==> src/hdl/mbq_pkg.sv <==
`timescale 1ns / 1ps
// ---------------------------------------------------------------------------
// mbq_pkg
// Shared types, constants and helpers of the multichannel biquad filter.
// ---------------------------------------------------------------------------
package mbq_pkg;

  localparam int NUM_CHANNELS = 5;
  localparam int CH_W         = 3;
  localparam int CH_AW        = (NUM_CHANNELS > 1) ? $clog2(NUM_CHANNELS) : 1;
  localparam int SMP_W        = 16;
  localparam int COEF_W       = 18;
  localparam int ACC_W        = 32;
  localparam int PROD_W       = COEF_W + ACC_W;
  localparam int FRAC_W       = 14;
  localparam int NUM_COEF     = 6;
  localparam int REG_IDX_W    = 3;

  // coefficient register indexes
  localparam logic [REG_IDX_W-1:0] REG_A0 = 3'd0;
  localparam logic [REG_IDX_W-1:0] REG_A1 = 3'd1;
  localparam logic [REG_IDX_W-1:0] REG_A2 = 3'd2;
  localparam logic [REG_IDX_W-1:0] REG_B1 = 3'd3;
  localparam logic [REG_IDX_W-1:0] REG_B2 = 3'd4;
  localparam logic [REG_IDX_W-1:0] REG_B0 = 3'd5;

  localparam logic signed [COEF_W-1:0] Q14_ONE = 18'sd16384;

  // sequencer steps
  localparam int STEP_W = 3;
  localparam logic [STEP_W-1:0] STEP_A0    = 3'd0;
  localparam logic [STEP_W-1:0] STEP_A1    = 3'd1;
  localparam logic [STEP_W-1:0] STEP_A2    = 3'd2;
  localparam logic [STEP_W-1:0] STEP_B1    = 3'd3;
  localparam logic [STEP_W-1:0] STEP_B2    = 3'd4;
  localparam logic [STEP_W-1:0] STEP_DRAIN = 3'd5;
  localparam logic [STEP_W-1:0] STEP_GAIN  = 3'd6;
  localparam logic [STEP_W-1:0] STEP_DONE  = 3'd7;

  typedef struct packed {
    logic [CH_W-1:0]         channel;
    logic signed [SMP_W-1:0] sample;
  } in_word_t;

  typedef struct packed {
    logic [CH_W-1:0]         out_channel;
    logic signed [SMP_W-1:0] filtered;
  } out_word_t;

  // accumulator controls for the shared MAC
  typedef struct packed {
    logic load;
    logic add;
    logic sub;
  } mac_ctl_t;

  // history write request
  typedef struct packed {
    logic                    en;
    logic [CH_AW-1:0]        idx;
    logic signed [SMP_W-1:0] sample;
    logic signed [ACC_W-1:0] y0;
  } hist_wr_t;

  // raw sample -> Q14 word (sample * 2^14)
  function automatic logic signed [ACC_W-1:0] to_q14(input logic signed [SMP_W-1:0] s);
    return {{(ACC_W-SMP_W-FRAC_W){s[SMP_W-1]}}, s, {FRAC_W{1'b0}}};
  endfunction

  // Q14 word -> 16-bit sample, arithmetic shift then saturate
  function automatic logic signed [SMP_W-1:0] q14_sat(input logic signed [ACC_W-1:0] y);
    logic [ACC_W-FRAC_W-1:0] ys;
    ys = y[ACC_W-1:FRAC_W];
    if (ys[ACC_W-FRAC_W-1:SMP_W-1] == {(ACC_W-FRAC_W-SMP_W+1){1'b0}} ||
        ys[ACC_W-FRAC_W-1:SMP_W-1] == {(ACC_W-FRAC_W-SMP_W+1){1'b1}}) begin
      return ys[SMP_W-1:0];
    end
    return ys[ACC_W-FRAC_W-1] ? {1'b1, {(SMP_W-1){1'b0}}} : {1'b0, {(SMP_W-1){1'b1}}};
  endfunction

endpackage

==> src/hdl/multichannel_biquad_iir_filter_top.sv <==
`timescale 1ns / 1ps
// Sequence: a valid channel's word steps A0, A1, A2, B1, B2, DRAIN, GAIN, DONE; an
//   out-of-range channel goes straight to DONE and shows on out_* with filtered = 0.
// One word is taken at a time, and DONE waits for a free output register. The steps
//   serve six dependent products on one shared 18x32 multiplier, then a drain, then the gain.
// Reset (rst_n, synchronous, active low): coefficients return to a0 = b0 = 1.0 (Q14),
//   the others to 0; all channel histories clear to zero; no word is pending.
// ---------------------------------------------------------------------------
// multichannel_biquad_iir_filter_top
// Five-channel Q14 biquad: sequencer, coefficient registers, output register.
// ---------------------------------------------------------------------------
module multichannel_biquad_iir_filter_top (
  input  logic                                 clk,
  input  logic                                 rst_n,
  input  logic                                 in_valid,
  output logic                                 in_ready,
  input  mbq_pkg::in_word_t                    in_data,
  output logic                                 out_valid,
  input  logic                                 out_ready,
  output mbq_pkg::out_word_t                   out_data,
  input  logic                                 cfg_wr_en,
  input  logic [mbq_pkg::REG_IDX_W-1:0]        cfg_index,
  input  logic [mbq_pkg::COEF_W-1:0]           cfg_wdata
);

  localparam logic ST_IDLE = 1'b0;
  localparam logic ST_RUN  = 1'b1;

  logic                                state_r, state_nxt;
  logic [mbq_pkg::STEP_W-1:0]          step_r, step_nxt;
  logic [mbq_pkg::CH_W-1:0]            chan_r;
  logic signed [mbq_pkg::SMP_W-1:0]    samp_r;
  logic                                bad_r;
  logic signed [mbq_pkg::COEF_W-1:0]   coef_r [mbq_pkg::NUM_COEF];
  logic                                out_valid_r;
  mbq_pkg::out_word_t                  out_data_r;

  logic                                accept;
  logic                                finish;
  logic signed [mbq_pkg::COEF_W-1:0]   mul_coef;
  logic signed [mbq_pkg::ACC_W-1:0]    mul_opnd;
  mbq_pkg::mac_ctl_t                   mac_ctl;
  logic signed [mbq_pkg::ACC_W-1:0]    prod_q14;
  logic signed [mbq_pkg::ACC_W-1:0]    acc;
  mbq_pkg::hist_wr_t                   hist_wr;
  logic signed [mbq_pkg::SMP_W-1:0]    x1, x2;
  logic signed [mbq_pkg::ACC_W-1:0]    y1, y2;

  assign in_ready  = (state_r == ST_IDLE);
  assign accept    = in_valid && in_ready;
  assign out_valid = out_valid_r;
  assign out_data  = out_data_r;

  // last step completes only once the output register is free
  assign finish = (state_r == ST_RUN) && (step_r == mbq_pkg::STEP_DONE) &&
                  (!out_valid_r || out_ready);

  // coefficient registers
  always_ff @(posedge clk) begin
    if (!rst_n) begin
      for (int i = 0; i < mbq_pkg::NUM_COEF; i++) begin
        coef_r[i] <= (i == int'(mbq_pkg::REG_A0) || i == int'(mbq_pkg::REG_B0)) ?
                     mbq_pkg::Q14_ONE : '0;
      end
    end else if (cfg_wr_en && (int'(cfg_index) < mbq_pkg::NUM_COEF)) begin
      coef_r[cfg_index] <= cfg_wdata;
    end
  end

  // sequencer: one product issued per step, accumulated the step after
  always_comb begin
    state_nxt = state_r;
    step_nxt  = step_r;
    if (state_r == ST_IDLE) begin
      if (accept) begin
        state_nxt = ST_RUN;
        // out-of-range channel skips the arithmetic entirely
        step_nxt  = (int'(in_data.channel) >= mbq_pkg::NUM_CHANNELS) ?
                    mbq_pkg::STEP_DONE : mbq_pkg::STEP_A0;
      end
    end else begin
      if (step_r != mbq_pkg::STEP_DONE) begin
        step_nxt = step_r + 1'b1;
      end else if (finish) begin
        state_nxt = ST_IDLE;
      end
    end
  end

  always_ff @(posedge clk) begin
    if (!rst_n) begin
      state_r <= ST_IDLE;
      step_r  <= mbq_pkg::STEP_A0;
    end else begin
      state_r <= state_nxt;
      step_r  <= step_nxt;
    end
  end

  // hold the accepted word
  always_ff @(posedge clk) begin
    if (accept) begin
      chan_r <= in_data.channel;
      samp_r <= in_data.sample;
      bad_r  <= (int'(in_data.channel) >= mbq_pkg::NUM_CHANNELS);
    end
  end

  // operand selection for the shared multiplier
  always_comb begin
    case (step_r)
      mbq_pkg::STEP_A0: begin
        mul_coef = coef_r[mbq_pkg::REG_A0];
        mul_opnd = mbq_pkg::to_q14(samp_r);
      end
      mbq_pkg::STEP_A1: begin
        mul_coef = coef_r[mbq_pkg::REG_A1];
        mul_opnd = mbq_pkg::to_q14(x1);
      end
      mbq_pkg::STEP_A2: begin
        mul_coef = coef_r[mbq_pkg::REG_A2];
        mul_opnd = mbq_pkg::to_q14(x2);
      end
      mbq_pkg::STEP_B1: begin
        mul_coef = coef_r[mbq_pkg::REG_B1];
        mul_opnd = y1;
      end
      mbq_pkg::STEP_B2: begin
        mul_coef = coef_r[mbq_pkg::REG_B2];
        mul_opnd = y2;
      end
      default: begin
        // final gain on the completed sum
        mul_coef = coef_r[mbq_pkg::REG_B0];
        mul_opnd = acc;
      end
    endcase
  end

  // product of step k lands in the accumulator at step k+1
  always_comb begin
    mac_ctl.load = (state_r == ST_RUN) && (step_r == mbq_pkg::STEP_A1);
    mac_ctl.add  = (state_r == ST_RUN) &&
                   (step_r == mbq_pkg::STEP_A2 || step_r == mbq_pkg::STEP_B1);
    mac_ctl.sub  = (state_r == ST_RUN) &&
                   (step_r == mbq_pkg::STEP_B2 || step_r == mbq_pkg::STEP_DRAIN);
  end

  mbq_mac u_mac (
    .clk      (clk),
    .coef     (mul_coef),
    .opnd     (mul_opnd),
    .ctl      (mac_ctl),
    .prod_q14 (prod_q14),
    .acc      (acc)
  );

  // at the last step the gain product is the new y0
  always_comb begin
    hist_wr.en     = finish && !bad_r;
    hist_wr.idx    = chan_r[mbq_pkg::CH_AW-1:0];
    hist_wr.sample = samp_r;
    hist_wr.y0     = prod_q14;
  end

  mbq_hist u_hist (
    .clk    (clk),
    .rst_n  (rst_n),
    .rd_idx (chan_r[mbq_pkg::CH_AW-1:0]),
    .wr     (hist_wr),
    .x1     (x1),
    .x2     (x2),
    .y1     (y1),
    .y2     (y2)
  );

  // output register: load on finish, drop when taken
  always_ff @(posedge clk) begin
    if (!rst_n) begin
      out_valid_r <= 1'b0;
    end else if (finish) begin
      out_valid_r <= 1'b1;
    end else if (out_ready) begin
      out_valid_r <= 1'b0;
    end
  end

  always_ff @(posedge clk) begin
    if (finish) begin
      out_data_r.out_channel <= chan_r;
      out_data_r.filtered    <= bad_r ? '0 : mbq_pkg::q14_sat(prod_q14);
    end
  end

endmodule

==> src/hdl/mbq_mac.sv <==
`timescale 1ns / 1ps
// ---------------------------------------------------------------------------
// mbq_mac
// Shared Q14 multiplier with registered product and wrapping accumulator.
// ---------------------------------------------------------------------------
module mbq_mac (
  input  logic                                clk,
  input  logic signed [mbq_pkg::COEF_W-1:0]   coef,
  input  logic signed [mbq_pkg::ACC_W-1:0]    opnd,
  input  mbq_pkg::mac_ctl_t                   ctl,
  output logic signed [mbq_pkg::ACC_W-1:0]    prod_q14,
  output logic signed [mbq_pkg::ACC_W-1:0]    acc
);

  logic signed [mbq_pkg::PROD_W-1:0] prod_r;
  logic signed [mbq_pkg::ACC_W-1:0]  acc_r;
  logic signed [mbq_pkg::ACC_W-1:0]  acc_nxt;

  // (a*b) >> 14, wrapped to 32 bits
  assign prod_q14 = prod_r[mbq_pkg::ACC_W+mbq_pkg::FRAC_W-1:mbq_pkg::FRAC_W];
  assign acc      = acc_r;

  always_comb begin
    acc_nxt = acc_r;
    if (ctl.load) begin
      acc_nxt = prod_q14;
    end else if (ctl.add) begin
      acc_nxt = acc_r + prod_q14;
    end else if (ctl.sub) begin
      acc_nxt = acc_r - prod_q14;
    end
  end

  always_ff @(posedge clk) begin
    prod_r <= coef * opnd;
    acc_r  <= acc_nxt;
  end

endmodule

==> src/hdl/mbq_hist.sv <==
`timescale 1ns / 1ps
// ---------------------------------------------------------------------------
// mbq_hist
// Per-channel input and output histories, two taps each, cleared on reset.
// ---------------------------------------------------------------------------
module mbq_hist (
  input  logic                               clk,
  input  logic                               rst_n,
  input  logic [mbq_pkg::CH_AW-1:0]          rd_idx,
  input  mbq_pkg::hist_wr_t                  wr,
  output logic signed [mbq_pkg::SMP_W-1:0]   x1,
  output logic signed [mbq_pkg::SMP_W-1:0]   x2,
  output logic signed [mbq_pkg::ACC_W-1:0]   y1,
  output logic signed [mbq_pkg::ACC_W-1:0]   y2
);

  logic signed [mbq_pkg::SMP_W-1:0] x1_r [mbq_pkg::NUM_CHANNELS];
  logic signed [mbq_pkg::SMP_W-1:0] x2_r [mbq_pkg::NUM_CHANNELS];
  logic signed [mbq_pkg::ACC_W-1:0] y1_r [mbq_pkg::NUM_CHANNELS];
  logic signed [mbq_pkg::ACC_W-1:0] y2_r [mbq_pkg::NUM_CHANNELS];

  assign x1 = x1_r[rd_idx];
  assign x2 = x2_r[rd_idx];
  assign y1 = y1_r[rd_idx];
  assign y2 = y2_r[rd_idx];

  always_ff @(posedge clk) begin
    if (!rst_n) begin
      for (int i = 0; i < mbq_pkg::NUM_CHANNELS; i++) begin
        x1_r[i] <= '0;
        x2_r[i] <= '0;
        y1_r[i] <= '0;
        y2_r[i] <= '0;
      end
    end else if (wr.en) begin
      // shift the channel's taps
      x2_r[wr.idx] <= x1_r[wr.idx];
      x1_r[wr.idx] <= wr.sample;
      y2_r[wr.idx] <= y1_r[wr.idx];
      y1_r[wr.idx] <= wr.y0;
    end
  end

endmodule
==> config.mk <==
export PLATFORM = sky130hd
export DESIGN_NAME = multichannel_biquad_iir_filter_top
export DESIGN_NICKNAME = d
export VERILOG_FILES = /design/src/hdl/mbq_pkg.sv /design/src/hdl/multichannel_biquad_iir_filter_top.sv /design/src/hdl/mbq_mac.sv /design/src/hdl/mbq_hist.sv
export SDC_FILE = /design/constraint.sdc
export NUM_CORES = 2
export LEC_CHECK = 0
export BUFFER_PORTS_ARGS = -buffer_cell sky130_fd_sc_hd__buf_2
export CAP_MARGIN = 40
export CORE_ASPECT_RATIO = 0.6
export CORE_MARGIN = 2
export CORE_UTILIZATION = 58
export CTS_CLUSTER_DIAMETER = 150
export CTS_CLUSTER_SIZE = 8
export DETAILED_ROUTE_END_ITERATION = 7
export PLACE_DENSITY = 0.77
export SYNTH_ARGS = -nofsm -noshare
export SYNTH_HDL_FRONTEND = slang
export SYNTH_SLANG_ARGS = --single-unit
==> constraint.sdc <==
create_clock -name clk -period 8.15 [get_ports clk]
set_input_delay 1.63 -clock clk [delete_from_list [all_inputs] [get_ports clk]]
set_output_delay 1.63 -clock clk [all_outputs]
set_load 0.02 [all_outputs]
Word level (Yosys, flattened, before mapping)
Memory sizes are Yosys's and may differ from the RTL's. A register that Yosys moved wholly into a read port is not among the register bits.
Cells that the tools add are included.

storage, ports and cells
  flip-flop bits (word level) = 122
  bits in writable memories = 588
  input port bits = 45
  output and inout bits = 21
  logic and storage cells = 102
  memories kept = 5

memory list
  memory       words  width  read ports  clocked after memory_dff  write ports  line                                      source
  u_hist.y1_r  5      32     1           1                         5            mbq_hist.sv:19                            logic signed [mbq_pkg::ACC_W-1:0] y1_r [mbq_pkg::NUM_CHANNELS];
  u_hist.y2_r  5      32     1           1                         5            mbq_hist.sv:20                            logic signed [mbq_pkg::ACC_W-1:0] y2_r [mbq_pkg::NUM_CHANNELS];
  coef_r       6      18     6           0                         6            multichannel_biquad_iir_filter_top.sv:34  logic signed [mbq_pkg::COEF_W-1:0] coef_r [mbq_pkg::NUM_COEF];
  u_hist.x1_r  5      16     1           1                         5            mbq_hist.sv:17                            logic signed [mbq_pkg::SMP_W-1:0] x1_r [mbq_pkg::NUM_CHANNELS];
  u_hist.x2_r  5      16     1           1                         5            mbq_hist.sv:18                            logic signed [mbq_pkg::SMP_W-1:0] x2_r [mbq_pkg::NUM_CHANNELS];

operators by class
  add/sub/neg operators = 3
  $mul = 1
  order comparisons = 2
  equality and inequality tests = 9
  multiplexer cells = 46
  bitwise gates (word level) = 1
  reduce and logical (&&, ||, !) cells = 25

operators with widths
  kind                                                                    number
  32-bit 2-to-1 mux                                                       5
  32-bit one-hot mux with 5 select lines                                  1
  18-bit one-hot mux with 5 select lines                                  1
  16-bit 2-to-1 mux                                                       5
  32-bit OR reduction                                                     2
  18-bit by 32-bit multiplier with 46-bit output                          1
  3-bit 2-to-1 mux                                                        13
  32-bit adder                                                            1
  16-bit OR reduction                                                     2
  32-bit subtractor                                                       1
  1-bit 2-to-1 mux                                                        20
  18-bit 2-to-1 mux                                                       1
  18-bit OR reduction                                                     1
  3-bit equality test (second input constant)                             4
  1-bit logical AND                                                       8
  3-bit by 2-bit equality test with 1-bit output (second input constant)  2
  3-bit zero test                                                         2
  1-bit logical OR                                                        4
  2-bit nonzero test                                                      2
  3-bit by 1-bit adder with 3-bit output (second input constant)          1
  3-bit by 1-bit equality test with 1-bit output (second input constant)  1
  3-bit >= comparator (second input constant)                             1
  3-bit < comparator (second input constant)                              1
  3-bit != test (second input constant)                                   1
  5 further kinds                                                         6

Depth between registers and ports, before layout
  word-level depth = 9
  mapped depth = 37
  mapped depth without buffers = 31

Modules after synthesis
From an unflattened synthesis, not the netlist that was laid out.

second synthesis, totals
  cell total of the unflattened synthesis = 5180
  area, all modules = 65187.5 um2

by module, submodules not included
  module                              times used  cells an instance  area each (um2)  sequential area each (um2)
  mbq_hist                            1           2036               35153.7          23062.1
  mbq_mac                             1           2499               22306.4          1601.5
  multichannel_biquad_iir_filter_top  1           645                7727.4           4514.3

Worst setup path after synthesis
Ideal clock, no wire load.

  kind = register to register
  start = register (tool-made name)
  end = register u_mac.prod_r[44] (netlist bit)
  library setup time = 0.123 ns
  arrival time = 8.436 ns
  required time = 8.027 ns
  slack = -0.410 ns
  cell stages (with the launch flop) = 35
  path buffers = 6
  clock period less this slack = 8.560 ns
  cell sequence = dfxtp_1 > buf_6 > buf_4 > buf_4 > buf_4 > buf_2 > buf_4 > mux4_2 > mux2i_1 > nand2_1 > o211ai_1 > nand3_1 > o21ai_1 > nor2_1 > fa_1 > inv_1 > fa_1 > fa_1 > inv_1 > fa_1 > fa_1 > inv_1 > fa_1 > inv_1 > ha_1 > a21o_1 > a21o_1 > a21oi_1 > o21ai_0 > or4b_2 > o211ai_1 > a31oi_1 > a211oi_1 > o21bai_1 > xor2_1

RTL lines
  what                  line           source
  to (signal assigned)  mbq_mac.sv:35  prod_r <= coef * opnd;
  to (decl)             mbq_mac.sv:15  logic signed [mbq_pkg::PROD_W-1:0] prod_r;

==> results.json <==
{
  "synth_mux_area_share_pct": 8.76,
  "viasPerCell": 6.18,
  "ant_nets": 0,
  "reg2reg_depth": 34,
  "period_share_pct": 102,
  "synth_fa_ha_area_share_pct": 20.1,
  "ff2ff_setup_slack_ps": -150,
  "synth_edf_count": 947,
  "wl_mm": 187,
  "max_freq_ghz": 0.121,
  "cts.sinks": 987,
  "ys_seq_area_share_pct": 47.9,
  "tightest_slew_ps": 1020,
  "yosysUniqueCellTypes": 73,
  "io_buffers": 65,
  "place_area_um2": 67100,
  "rsz0062_at_grt": "yes",
  "gp_congestion": 0.988,
  "antenna_found_initial": 4,
  "synth-compound-area-share_pct": 4.64,
  "crit_slowest_cell": "fa_1",
  "drive_above_1_share_pct": 23.3,
  "critical_path_arrival_ps": 8950,
  "syn_inst": 4960,
  "overflow": 0,
  "finalHoldViolations": 0,
  "seq_area_um2": 29300,
  "min_from": "u_mac.prod_r[15]",
  "dieHeight_um": 255,
  "post-dp-hpwl_mm": 126,
  "finClkSkew_ps": 68.0,
  "design_area_um2": 73100,
  "clock_latency_ps": 770,
  "synthArstFlopShare_pct": 0,
  "ys.flop_type": "edfxtp_1",
  "critical_path_required_ps": 8810,
  "maxCapViolCount": 0,
  "htree_num_levels": 4,
  "violations": "negative setup slack",
  "grt_start_max_net_pins": 97,
  "finalSetupViolCount": 9,
  "synth_top_family_by_area": "adder cells",
  "cp_max_fo": 7,
  "coreArea_um2": 105000,
  "wl_per_cell_um": 26.7,
  "rows": 92,
  "clockRootBuffer": "clkbuf_16",
  "relSlewSlack_pct": 31.9,
  "status": "complete, but fails checks",
  "syn_nets": 5674,
  "drcViolationCount": 0,
  "crit_type": "reg -> reg",
  "fin_ws_ps": -146,
  "postCtsHoldBufs": 0,
  "utilization_pct": 69.8,
  "min_path_type": "reg -> reg",
  "synth-seq-cells": 987,
  "grt_usage_pct": 35.2,
  "vias": 43300,
  "syn2layout_area_growth_pct": 19.8,
  "slew_viol_final": 0,
  "fin_nets": 6255,
  "fillers": 6816,
  "clock_path_buffers": 3,
  "synthSimpleGateAreaFrac_pct": 10.7,
  "cts.clk_slew.worst_paths_ps": 60,
  "first_global_vias": 44200,
  "grt_pass1_wl_mm": 278,
  "cts_tree": "yes",
  "crit_path_frequent_cell": "fa_1",
  "dieArea_um2": 108000,
  "ys_warn_count": 0,
  "crit_path_end": "u_mac.prod_r[44]",
  "syn_area_um2": 61000,
  "die_x_um": 423,
  "endpoint_kind": "flip-flop",
  "slowest_delay_ps": 600,
  "numCtsBuffers": 141,
  "layout_min_cycle_time_ps": 8300,
  "worst_setup_path_start_kind": "flip-flop",
  "multiInputGateArea_um2": 29000,
  "first_iter_violations": 6467,
  "synth_xor_area_share_pct": 1.51,
  "regToRegEndpoint": "u_mac.prod_r[44]",
  "dr.pass1.iters": 7,
  "ios": 66,
  "start_util_pct": 58.3,
  "avgSynthCellArea_um2": 12.3,
  "holdWs_ps": 583
}
## registers in the layout, summed over array words and instances (netlist names), named ones only
signal        count
coef_r          108
samp_r           16
u_mac.prod_r     32
bad_r             1
out_valid         1
out_data         19
step_r            3
u_hist.x2_r     128
u_hist.x1_r     128
u_hist.y1_r     256
u_hist.y2_r     256
state_r           1
chan_r            3
u_mac.acc        32
## cells in the mapped netlist, types with 5 or more instances
library cell / instances / share of area (%)
a222oi_1: 18 / 0.30
nand4_1: 6 / 0.062
clkbuf_1: 207 / 1.3
a211oi_1: 7 / 0.086
o41ai_1: 5 / 0.072
xnor2_1: 71 / 1.0
fa_1: 520 / 17
mux2_2: 8 / 0.15
nand3_1: 14 / 0.11
a31oi_1: 14 / 0.14
o211ai_1: 19 / 0.23
nor2_1: 673 / 4.1
and3_1: 56 / 0.57
nand2_1: 404 / 2.5
and2_1: 216 / 2.2
inv_1: 728 / 4.5
xor2_1: 34 / 0.49
a21o_1: 36 / 0.44
nor3_1: 19 / 0.16
a22oi_1: 20 / 0.25
o21a_1: 40 / 0.49
edfxtp_1: 947 / 47
o21ai_1: 20 / 0.16
or2_2: 12 / 0.12
nand2b_1: 21 / 0.22
dfxtp_1: 40 / 1.3
o221ai_1: 13 / 0.19
a21boi_0: 5 / 0.062
a21oi_1: 85 / 0.70
buf_4: 7 / 0.086
o31ai_1: 8 / 0.098
o22ai_1: 21 / 0.22
o21bai_1: 10 / 0.12
buf_1: 15 / 0.092
mux4_2: 190 / 7.0
mux2i_1: 97 / 1.6
buf_2: 48 / 0.39
nor2b_1: 20 / 0.21
ha_1: 149 / 3.1
o21ai_0: 75 / 0.62
or3_1: 9 / 0.092
## layer usage
layer	part of all wire (%)	wire length (µm)	vias up	global-route usage, %
li1	-	-	17800	-
met5	0.018	34	-	0
met3	16	30000	456	12.2
met2	43	79800	3485	50.4
met4	3.3	6150	6	12.1
met1	38	71100	21600	50.7
## critical path: cells and delay by family (launching register included)
family	cells	cell delay, ps
adders and majority gates	7	3260
and+or+nand+nor	2	640
DFF	1	430
AOI/OAI and AO/OA	11	1710
buffers and inverters	11	1250
muxes	2	740
xor gates and xnor gates	1	150
## cell usage in the layout, fill, tap and decap left out, types with 19 or more instances in the layout
master,netlist,layout
o21ai_0,75,60
clkbuf_1,207,42
dfxtp_1,40,34
a22oi_1,20,20
buf_6,1,25
a21oi_1,85,70
nor2_1,673,651
clkbuf_16,0,142
buf_4,7,553
mux4_2,190,190
a21o_1,36,36
o211ai_1,19,19
buf_12,0,50
and2_1,216,215
inv_1,728,708
ha_1,149,136
and3_1,56,55
edfxtp_1,947,947
mux2i_1,97,60
nand2b_1,21,20
fa_1,520,510
mux2i_4,0,21
nand2_1,404,390
inv_2,1,20
xor2_1,34,34
o21a_1,40,34
xnor2_1,71,70
buf_2,48,65
## worst min-delay path by stage
| stage | depth (start not counted) | endpoint |
|---|---|---|
| final | 0 | u_hist.y1_r[6][1] |
| after CTS | 0 | u_hist.y1_r[6][1] |
| after floorplan | 0 | u_hist.y1_r[5][10] |
| after global placement | 2 | out_valid |
| after detailed placement | 0 | u_hist.y1_r[5][1] |
| after global routing | 0 | u_hist.y1_r[6][1] |
## final cells by class
class | instances | share of cell area, %
Antenna cell | 1 | 0.00342
Clock inverter | 15 | 0.462
Timing Repair Buffer | 716 | 8.51
Multi-Input combinational cell | 2963 | 39.7
Tap cell | 1410 | 2.41
Inverter | 732 | 3.77
Sequential cell | 987 | 40.0
Clock buffer | 184 | 5.08
## stage by stage
stage	setup TNS [ps]	instances	setup slack, ps
final	-571	7008	-146
after detailed placement	-6510	6714	-655
after floorplan	0	4960	4.10
after global placement	-4180	6697	-524
after global routing	-2980	7007	-343
after CTS	-52.5	6992	-52.5
## what timing repair did
item,CTS,global route
cloned,2,0
pin swaps,59,55
resized for setup,184,78
endpoints found under the setup margin,20,22
buffers inserted,77,14
## kinds of logic (layout without fill, tap and decap cells)
group,Yosys count,count (layout)
flops,987,987
compound gates,423,423
simple gates,1471,1471
xor+xnor,105,105
other cells,0,1
buf+inv,1010,1647
mux,295,295
fa+ha+maj,669,669
Power is not shown: default switching activity piles up to over one toggle a cycle in this logic, so the estimate is an artifact.
